## config.mk

```make
export PLATFORM = sky130hd
export DESIGN_NAME = psc_ctrl
export DESIGN_NICKNAME = d
export VERILOG_FILES = /design/src/design/psc_pkg.sv /design/src/design/psc_ctrl.sv
export SDC_FILE = /design/constraint.sdc
export NUM_CORES = 1
export LEC_CHECK = 0
export BUFFER_PORTS_ARGS = -buffer_cell sky130_fd_sc_hd__buf_2
export CAP_MARGIN = 20
export CORE_MARGIN = 3
export CORE_UTILIZATION = 30
export CTS_CLUSTER_DIAMETER = 50
export DETAILED_ROUTE_END_ITERATION = 8
export SYNTH_ARGS = -nofsm -noshare
export SYNTH_HDL_FRONTEND = slang
export SYNTH_SLANG_ARGS = --single-unit
```

## constraint.sdc

```tcl
create_clock -name clk -period 2.3 [get_ports clk]
set_input_delay 0 -clock clk [delete_from_list [all_inputs] [get_ports clk]]
set_output_delay 0 -clock clk [all_outputs]
set_load 0.01 [all_outputs]
```

## src/design/psc_pkg.sv

```systemverilog
`timescale 1ns / 1ps
// Package for the Pearson and Spearman correlation block.
// Holds the controller state type, the multiply select codes and the command and status structs.
package psc_pkg;

	localparam int COEF_W = 32;
	localparam int PCNT_W = 11;
	localparam int SRCH_W = 31;
	localparam int R_SHIFT = 62;
	localparam logic [SRCH_W-1:0] Q_ONE = 31'h4000_0000;

	typedef enum logic [3:0] {
		ST_IDLE,
		ST_SUM_INIT,
		ST_SUM_RD,
		ST_SUM_LD,
		ST_MUL_GO,
		ST_MUL_WAIT,
		ST_CHECK,
		ST_SRCH,
		ST_FIN,
		ST_RK_INIT,
		ST_RK_RDI,
		ST_RK_KEY,
		ST_RK_SCAN,
		ST_RK_WR,
		ST_OUT
	} ctl_state_t;

	typedef enum logic [3:0] {
		MS_XX,
		MS_YY,
		MS_XY,
		MS_NXY,
		MS_SXY,
		MS_NXX,
		MS_SXX,
		MS_NYY,
		MS_SYY,
		MS_P,
		MS_R,
		MS_D,
		MS_DP
	} mul_sel_t;

	typedef struct packed {
		logic     load;
		logic     sums_clr;
		logic     idx_clr;
		logic     idx_inc;
		logic     sample_ld;
		logic     mul_go;
		mul_sel_t sel;
		logic     abs_c;
		logic     mid_set;
		logic     fin;
		logic     res_clr;
		logic     j_clr;
		logic     key_ld;
		logic     scan;
		logic     rank_wr;
		logic     spear;
		logic     rvar;
		logic     out_stb;
	} psc_cmd_t;

	typedef struct packed {
		logic n_small;
		logic idx_last;
		logic j_last;
		logic mul_done;
		logic var_ok;
		logic search_more;
	} psc_stat_t;

endpackage

```

## src/design/psc_ctrl.sv

```systemverilog
`timescale 1ns / 1ps
// Controller state machine that sequences loading, summing, ranking and the root search.
// Depends on psc_pkg.
module psc_ctrl
	import psc_pkg::*;
(
	input  logic      clk,
	input  logic      arst_n,
	input  logic      start,
	input  logic      last_pair,
	input  psc_stat_t stat,
	output logic      busy,
	output psc_cmd_t  cmd
);

	ctl_state_t state_q, state_d;
	mul_sel_t   sel_q, sel_d;
	logic       pass_q, pass_d;
	logic       rvar_q, rvar_d;

	always_ff @(posedge clk or negedge arst_n) begin
		if (!arst_n) begin
			state_q <= ST_IDLE;
			sel_q   <= MS_XX;
			pass_q  <= 1'b0;
			rvar_q  <= 1'b0;
		end else begin
			state_q <= state_d;
			sel_q   <= sel_d;
			pass_q  <= pass_d;
			rvar_q  <= rvar_d;
		end
	end

	always_comb begin
		state_d = state_q;
		sel_d   = sel_q;
		pass_d  = pass_q;
		rvar_d  = rvar_q;
		case (state_q)
			ST_IDLE: begin
				if (start && last_pair) begin
					pass_d  = 1'b0;
					rvar_d  = 1'b0;
					state_d = ST_SUM_INIT;
				end
			end
			ST_SUM_INIT: state_d = stat.n_small ? ST_OUT : ST_SUM_RD;
			ST_SUM_RD: state_d = ST_SUM_LD;
			ST_SUM_LD: begin
				sel_d   = MS_XX;
				state_d = ST_MUL_GO;
			end
			ST_MUL_GO: state_d = ST_MUL_WAIT;
			ST_MUL_WAIT: begin
				if (stat.mul_done) begin
					state_d = ST_MUL_GO;
					case (sel_q)
						MS_XX: sel_d = MS_YY;
						MS_YY: sel_d = MS_XY;
						MS_XY: begin
							if (stat.idx_last) begin
								sel_d = MS_NXY;
							end else begin
								state_d = ST_SUM_RD;
							end
						end
						MS_NXY: sel_d = MS_SXY;
						MS_SXY: sel_d = MS_NXX;
						MS_NXX: sel_d = MS_SXX;
						MS_SXX: sel_d = MS_NYY;
						MS_NYY: sel_d = MS_SYY;
						MS_SYY: state_d = ST_CHECK;
						MS_P: sel_d = MS_R;
						MS_D: sel_d = MS_DP;
						MS_R, MS_DP: state_d = ST_SRCH;
						default: state_d = ST_IDLE;
					endcase
				end
			end
			ST_CHECK: begin
				if (stat.var_ok) begin
					sel_d   = MS_P;
					state_d = ST_MUL_GO;
				end else begin
					state_d = ST_FIN;
				end
			end
			ST_SRCH: begin
				if (stat.search_more) begin
					sel_d   = MS_D;
					state_d = ST_MUL_GO;
				end else begin
					state_d = ST_FIN;
				end
			end
			ST_FIN: state_d = pass_q ? ST_OUT : ST_RK_INIT;
			ST_RK_INIT: state_d = ST_RK_RDI;
			ST_RK_RDI: state_d = ST_RK_KEY;
			ST_RK_KEY: state_d = ST_RK_SCAN;
			ST_RK_SCAN: begin
				if (stat.j_last) begin
					state_d = ST_RK_WR;
				end
			end
			ST_RK_WR: begin
				if (!stat.idx_last) begin
					state_d = ST_RK_RDI;
				end else if (!rvar_q) begin
					rvar_d  = 1'b1;
					state_d = ST_RK_INIT;
				end else begin
					pass_d  = 1'b1;
					state_d = ST_SUM_INIT;
				end
			end
			ST_OUT: state_d = ST_IDLE;
			default: state_d = ST_IDLE;
		endcase
	end

	always_comb begin
		cmd       = '0;
		cmd.sel   = sel_q;
		cmd.spear = pass_q;
		cmd.rvar  = rvar_q;
		case (state_q)
			ST_IDLE: cmd.load = start;
			ST_SUM_INIT: begin
				cmd.sums_clr = 1'b1;
				cmd.idx_clr  = 1'b1;
				cmd.res_clr  = !pass_q;
			end
			ST_SUM_LD: cmd.sample_ld = 1'b1;
			ST_MUL_GO: cmd.mul_go = 1'b1;
			ST_MUL_WAIT: cmd.idx_inc = stat.mul_done && (sel_q == MS_XY) && !stat.idx_last;
			ST_CHECK: cmd.abs_c = stat.var_ok;
			ST_SRCH: cmd.mid_set = stat.search_more;
			ST_FIN: cmd.fin = 1'b1;
			ST_RK_INIT: cmd.idx_clr = 1'b1;
			ST_RK_RDI: cmd.j_clr = 1'b1;
			ST_RK_KEY: cmd.key_ld = 1'b1;
			ST_RK_SCAN: cmd.scan = 1'b1;
			ST_RK_WR: begin
				cmd.rank_wr = 1'b1;
				cmd.idx_inc = !stat.idx_last;
			end
			ST_OUT: cmd.out_stb = 1'b1;
			default: ;
		endcase
	end

	assign busy = (state_q != ST_IDLE);

endmodule

```

Word level (Yosys, flattened, before mapping)
Index checks and enable logic that the tools add are counted.
{ "classes": {"n_reduce_logical": 17, "n_eq_ne": 35, "muxes": 39} }
{ "ops": {"columns": ["op", "count"], "rows": [
  ["$pmux 4 s14", 1],
  ["$eq 4x4->1 const B", 12],
  ["$mux 4", 12],
  ["$pmux 4 s10", 1],
  ["$eq 4x3->1 const B", 8],
  ["$mux 1", 18],
  ["$eq 4x2->1 const B", 4],
  ["$pmux 4 s4", 1],
  ["$ne 2x2->1 const B", 7],
  ["$pmux 3 s4", 1],
  ["$ne 11x2->1 const B", 1],
  ["$reduce_or 9->1", 1],
  ["$eq 4x1->1 const B", 2],
  ["$logic_not 4->1", 2],
  ["$reduce_bool 4->1", 2],
  ["$mux 3", 2],
  ["$pmux 1 s2", 3],
  ["$reduce_and 3->1", 2],
  ["$reduce_and 6->1", 1],
  ["$reduce_and 4->1", 1],
  ["$reduce_or 2->1", 2],
  ["$logic_and 1x1->1", 3],
  ["$ne 3x3->1 const B", 1],
  ["$logic_not 1->1", 2],
  ["$reduce_bool 2->1", 1]
]} }
{ "totals": {"output_inout_bits": 22, "in_bits": 10, "reg_bits": 10, "elab_cells": 95} }

Longest topological paths before layout
Gate-level depths: netlist of run 1.
{ "logic_depth": {"depth_word": 5, "ltp_mapped": 7, "depth_no_buf": 5} }

Least setup slack after synthesis of run 1
OpenSTA, ideal clock, no wires.
{ "synth_timing": {"path_type": "reg-to-reg", "startpoint": "register state_q[1]", "endpoint": "register sel_q[0]", "t_required_ps": 2172, "arrival_ps": 1491, "setup_ps": 128, "period_less_slack_ps": 1619, "n_path_buf": 1, "slack_ps": 681, "path_stages_with_launch": 7, "cell_sequence": "dfrtp_1 buf_2 nand2b_1 nor2_2 o221ai_1 nand2_2 mux2_1"} }
{ "synth_between": {"elab_chain_cells": 3, "elab_cells_between_ends": 12, "cone_classes": "eq/ne (9); mux (1); reduce/logical (2)"} }
{ "synth_rtl": {"columns": ["item", "line_no", "source"], "rows": [
  ["start: declaration", "psc_ctrl.sv:16", "ctl_state_t state_q, state_d;"],
  ["start signal: assignment", "psc_ctrl.sv:28", "state_q <= state_d;"],
  ["$eq 4x3->1 or $eq 4x2->1 (tied branches)", "psc_ctrl.sv:40", "case (state_q)"],
  ["$ne 11x2->1 (no source line), or another cell as far along", null, null],
  ["$reduce_and 6->1 (no source line)", null, null],
  ["end signal: assignment", "psc_ctrl.sv:29", "sel_q <= sel_d;"],
  ["end: declaration", "psc_ctrl.sv:17", "mul_sel_t sel_q, sel_d;"]
]} }
Several ways; a longest one is shown, not always the timed one.
A chain may end at the register's enable or synchronous reset.

Worst setup path in the final report of run 1
{ "layout_timing": {"startpoint": "register state_q[0]", "endpoint": "register sel_q[0]"} }
The elaborated chain is that of the path after synthesis.

==> results of run 1 <==
## stage by stage
step                std cells  instance area (sq um)  util (%)  total power [mW]  setup WS (ps)
floorplan                 128                    938         -              1.15            681
global placement          192                   1100      38.3              1.38            437
detailed placement        192                   1100      38.3              1.39            375
CTS                       197                   1140      39.8              1.53            365
global route              197                   1140      39.8              1.69            151
finish                    197                   1140      39.8              1.53            341
## registers in the layout (all words and copies together) (netlist names)
| signal | flops |
|---|---|
| sel_q | 4 |
| pass_q | 1 |
| rvar_q | 1 |
| state_q | 4 |
## tightest hold or removal path: cells and delay by family
kind / cells / cell delay [ps]
buffers and inverters: 1 / 100
and+or+nand+nor: 3 / 170
## area by class of cell
type	count	area, sq um
fill	311	1730
clock buffer	3	22.5
inverter	8	30.0
multi-input combinational	98	591
tap	42	52.6
timing repair buffer	36	198
sequential	10	250
## path summary, 6_finish.rpt
path                       cells after the start  slack, ps       start  endpoint
setup / recovery                               5        340  state_q[0]  sel_q[0]
hold / removal                                 4         40   last_pair    pass_q
setup reg to reg                               5        340  state_q[0]  sel_q[0]
hold reg to reg                                1        550      rvar_q    rvar_q
max in group asynchronous                      2       1970      arst_n    rvar_q
min in group asynchronous                      2        120      arst_n  sel_q[3]
## synthesized netlist by cell type (2+ instances only)
| master | instances | area [sq um] |
|---|---|---|
| o211ai_1 | 3 | 22.5 |
| o2bb2ai_1 | 3 | 26.3 |
| nor2_1 | 11 | 41.3 |
| buf_4 | 4 | 30.0 |
| o21ai_0 | 5 | 25.0 |
| nor4_1 | 2 | 12.5 |
| inv_1 | 7 | 26.3 |
| nand2_1 | 17 | 63.8 |
| buf_2 | 6 | 30.0 |
| o22ai_1 | 2 | 12.5 |
| and2_1 | 3 | 18.8 |
| dfrtp_1 | 10 | 250 |
| a31oi_1 | 4 | 25.0 |
| nand3_1 | 3 | 15.0 |
| nor2b_1 | 3 | 18.8 |
| nand2b_1 | 2 | 12.5 |
| o21bai_1 | 2 | 15.0 |
| a21oi_1 | 11 | 55.1 |
| nor3_1 | 9 | 45.0 |
## cell families (layout without fill, tap and decap cells)
group / after synthesis / in the layout / synth area share, %
muxes: 1 / 1 / 1.20
xor gates and xnor gates: 1 / 1 / 0.934
and+or+nand+nor: 57 / 57 / 31.1
buffers and inverters: 20 / 47 / 10.4
DFF: 10 / 10 / 26.7
AOI/OAI and AO/OA: 39 / 39 / 29.7
## power by group
group	internal, mW	switching [mW]	total, mW	leakage (nW)
logic	0.393	0.541	0.934	0.379
clock network	0.0606	0.0642	0.125	0.0138
registers	0.253	0.215	0.468	0.128
total	0.707	0.820	1.53	0.521
## routing by layer
metal	vias to the layer above	GRT usage, %	part of all wire (%)
met5	-	0	0
met3	7	2.07	5.7
met1	470	22.8	47
met4	0	7.88	2.1
met2	39	23.3	45
li1	515	-	-
==> qor.csv, run 1 <==
metric;value;unit
status;finished, final reports clean;
Rows;19;
CP endpoint kind;flop;
Sum Neg Setup Slack;0;ps
crit-path cells;nand2b_1, nor2_2, o221ai_1, nand2_2, mux2_1;
clk sinks;10;
Unique masters post-synth;40;
unrepaired setup endpoints after global routing;false;
Max Slew Vio Count;0;
H-Tree Depth;1;
DRC viols;0;
first-pass GRT wire length;4.52;mm
Avg Cell Area, Syn;7.33;sq um
largest net degree at the start of global routing;17;
most frequent cells in the layout;buf_2, nand2_1, nor2_1, a21oi_1, dfrtp_1;
core footprint;2880;sq um
Max Fclk;510;MHz
TritonCTS clock tree;done;
area delta synth->final;21.9;%
GRT Overall Usage;15.9;%
Die Ht;61.9;um
buffers added on ports;31;
Initial Util;32.6;%
synth warn;0;
CP Launch Type;flop;
Mapped Nets;138;
Final Wtd Congestion;0.818;
Worst path top cell family by delay;simple AND/OR/NAND/NOR gates;
Max-Slew Margin vs Limit;66.2;%
Worst-path clk slew;70;ps
PwrDens;1340;nW/um^2
Buf/Inv on CP;0;
fraction of layout cells with a size suffix above 1;27.7;%
number of CTS-inserted buffers;3;
Die X;61.9;um
Longest Clk Path Bufs;2;
CP Data Arrival Time;2110;ps
area of the mapped netlist;938;sq um
Max-Cap Viols;0;
Worst EP required;2450;ps
ys async rst share;100;%
Avg Vias per Cell;5.23;
DR pass1 iterations;4;
min cycle time layout;1960;ps
drt wl/cell;13.3;um
Worst-Skew Late Latency;270;ps
vias in the first global route;983;
Layout Skew;5.62;ps
Hold WC Path Type;in -> reg;
Hold Slack;44.8;ps
DP Wirelength;2.02;mm
gr ovfl total;0;
delay of the slowest cell on the worst path;650;ps
IO Count;32;
Seq/Total Area, Yosys;26.7;%
antenna violations before repair;0;
Worst Path Max Fanout;16;
Root Driver;clkbuf_4;
Nets;167;
drt total wl;2.61;mm
Post-CTS Setup Bufs;0;
initial DRC count;75;
Final Hold Vio Count;0;
antenna-violating nets left;0;
Final setup viols;0;
synthesized instance count;128;
maximum vdd drop;0.456;mV
CTS resizes;0;
die area;3840;sq um
Least-Margin Pin Slew;507;ps
leakage;0.521;nW
ys flop type;dfrtp_1;
via count of the routed design;1031;
Setup Crit Path Kind;reg -> reg;
ant diodes;0;
Yosys reg bits;10;
Post-CTS Hold Fix Bufs;2;
EDFF count, synth;0;
slowest stage cell, crit path;dfrtp_1;
leading cell type in the layout, fill and taps excluded;buf_2;
Final period util;85.2;%
(Power assumes the default switching activity.)
==> run 2: changes to the inputs <==
--- a/config.mk
+++ b/config.mk
@@ -5,6 +5,7 @@
 export SDC_FILE = /design/constraint.sdc
 export NUM_CORES = 1
 export LEC_CHECK = 0
+export ABC_AREA = 1
 export BUFFER_PORTS_ARGS = -buffer_cell sky130_fd_sc_hd__buf_2
 export CAP_MARGIN = 20
 export CORE_MARGIN = 3
==> run 2 against run 1 <==
  * The flow now finishes with violations (negative hold slack)
  * Power fell by 13%
  * Worst hold slack got worse by 45 ps
  * Die area rose by 2.8%
  * Fmax rose by 17%
  * Final area grew 4.4%
  * Setup slack improved by 290 ps
  * Utilization increased by 1.4 points
  * Non-clock buffer count fell by 4
  * Critical path depth grew 2
  * Sequential share of layout area is 0.92 points lower
  * Clock-buffer cell count up 1
  * Largest power group unchanged
  * Highest routed layer unchanged
==> qor.csv, run 2 <==
metric;value;unit;change
status;finished, violations left;;
failing checks;negative hold slack;;
Sum Neg Setup Slack;0;ps;unchanged
fin cells;248;;+26%
fraction of layout cells with a size suffix above 1;23.3;%;-4.4 points
number of CTS-inserted buffers;3;;unchanged
H-Tree Depth;1;;unchanged
Setup Crit Path Kind;reg -> out;;
min cycle time layout;1670;ps;-286 ps
top-count cell post-synth;nand2_1;;
Final Hold Vio Count;1;;+1
slowest stage cell, crit path;dfrtp_1;;
buffers added on ports;31;;unchanged
initial DRC count;77;;+2.7%
Layout Skew;12.8;ps;+7.23 ps
PwrDens;1110;nW/um^2;-17%
gr ovfl total;0;;unchanged
core footprint;2900;sq um;+0.83%
Max Slew Vio Count;0;;unchanged
placed insts;243;;+27%
GRT Overall Usage;15.4;%;-0.52 points
DP Wirelength;2.24;mm;+11%
Max Fclk;598;MHz;+17%
die area;3940;sq um;+2.8%
largest net degree at the start of global routing;11;;-6
Die Ht;62.8;um;+1.4%
IO Count;32;;unchanged
DRC viols;0;;unchanged
Initial Util;33.3;%;+0.72 points
top cells by count, synth;nand2_1, inv_1, nor2_1, nand3_1, dfrtp_1;;
Mapped Nets;184;;+33%
drt wl/cell;11.3;um;-15%
via count of the routed design;1129;;+9.5%
Hold Slack;-0.310;ps;-45.1 ps
clk sinks;10;;unchanged
Avg Cell Area, Syn;5.56;sq um;-24%
Worst Path Max Fanout;9;;-7
fill count;349;;+12%
Hold WC Path Type;in -> reg;;
Worst-Skew Late Latency;290;ps;+20 ps
DR pass1 iterations;4;;unchanged
antenna violations before repair;0;;unchanged
post-route cell area;1190;sq um;+4.4%
largest registers;sel_q x4, state_q x4;;
Nets;217;;+30%
Yosys reg bits;10;;unchanged
maximum vdd drop;0.326;mV;-28%
Worst path top cell family by delay;simple AND/OR/NAND/NOR gates;;
unrepaired setup endpoints after global routing;false;;
EDFF count, synth;0;;unchanged
Worst EP required;2300;ps;-150 ps
vias in the first global route;1066;;+8.4%
delay of the slowest cell on the worst path;550;ps;-100 ps
CTS resizes;0;;unchanged
Design Power;1.33;mW;-13%
top cells by area, synth;dfrtp_1, nand2_1, inv_1;;
synth warn;0;;unchanged
Avg Vias per Cell;4.55;;-13%
Final Wtd Congestion;0.886;;+8.3%
first-pass GRT wire length;4.91;mm;+8.5%
synthesized instance count;174;;+36%
Util after Layout;41.2;%;+1.4 points
ys async rst share;100;%;unchanged
leakage;0.768;nW;+47%
Buf/Inv on CP;2;;+2
ant diodes;0;;unchanged
area of the mapped netlist;967;sq um;+3.1%
Final WS setup;628;ps;+287 ps
Post-CTS Setup Bufs;0;;unchanged
worst slack, placed;800;ps;+425 ps
post-synth top area share;25.9;%;-0.79 points
Worst-path clk slew;70;ps;about the same
Final period util;72.7;%;-12 points
critical path's most frequent cell;nand2_1;;
area delta synth->final;23.4;%;
Unique masters post-synth;20;;-50%
crit-path cells;nand2_4, inv_1, nand2_1, nor2_1, nand2_1, nand2_1, buf_2;;
Least-Margin Pin Slew;344;ps;-164 ps
TritonCTS clock tree;done;;
Max-Cap Viols;0;;unchanged
antenna-violating nets left;0;;unchanged
leading cell type in the layout, fill and taps excluded;nand2_1;;
drt total wl;2.80;mm;+7.1%
CP Launch Type;flop;;
Max-Slew Margin vs Limit;77.1;%;+11 points
Longest Clk Path Bufs;2;;unchanged
most frequent cells in the layout;nand2_1, buf_2, inv_1, nor2_1, nand3_1;;
Placed Instance Area;1150;sq um;+4.2%
CP Data Arrival Time;1670;ps;-440 ps
ys flop type;dfrtp_1;;
CP endpoint kind;output port;;
top cell type by total area after synthesis;dfrtp_1;;
Final setup viols;0;;unchanged
Seq/Total Area, Yosys;25.9;%;-0.79 points
Root Driver;clkbuf_4;;
Rows;19;;unchanged
Die X;62.8;um;+1.4%
==> run 2: area by class of cell <==
type | instances | area, sq um | area share, %
clock buffer | 4 | 36.3 | 3.04
inverter | 31 | 116 | 9.75
multi-input combinational | 129 | 573 | 48.0
tap | 42 | 52.6 | 4.40
timing repair buffer | 32 | 165 | 13.8
sequential | 10 | 250 | 21.0
==> run 2: power by group <==
part           leakage (nW)  internal (mW)  switching, mW  total [mW]
logic                 0.614          0.277          0.531       0.808
clock network        0.0210         0.0964         0.0760       0.172
registers             0.133          0.242          0.106       0.348
total                 0.768          0.616          0.713        1.33
==> run 2: worst reg2reg max path, cell delays in order (launching register included) <==
cell     delay, ps
dfrtp_1        500
nor2_1         270
nand2_1        110
o21ai_1        100
nand2_1        100
nor2_4         140
nand2_2        100
nand2_1         70
nand2_1         50
==> run 2: worst paths after layout <==
path                       slack (ps)         end  cells after the start       start
min in group asynchronous         120      rvar_q                      2      arst_n
hold / removal                   -0.3  state_q[3]                      3     stat[5]
hold reg to reg                   590      pass_q                      2      pass_q
max in group asynchronous        1960  state_q[3]                      2      arst_n
setup / recovery                  630     cmd[17]                      7  state_q[2]
setup reg to reg                  760    sel_q[3]                      8  state_q[2]
==> run 2: timing repair <==
action                     CTS  global route
setup endpoints to repair    0             0
hold endpoints to repair    10             0
hold buffers                 1             0
==> run 2: cell families after synthesis <==
| group | synth area share, % |
|---|---|
| flip-flops | 25.9 |
| buffers and inverters | 14.9 |
| AND/OR/NAND/NOR | 50.5 |
| AO/OA/AOI/OAI | 8.80 |
==> run 2: layer usage <==
layer  part of all wire (%)  vias to the layer above  track usage [%]
li1                       -                      593                -
met1                     46                      498             20.0
met2                     45                       36             24.2
met3                    7.8                        2             4.86
met4                    1.1                        0             4.41
met5                      0                        -                0
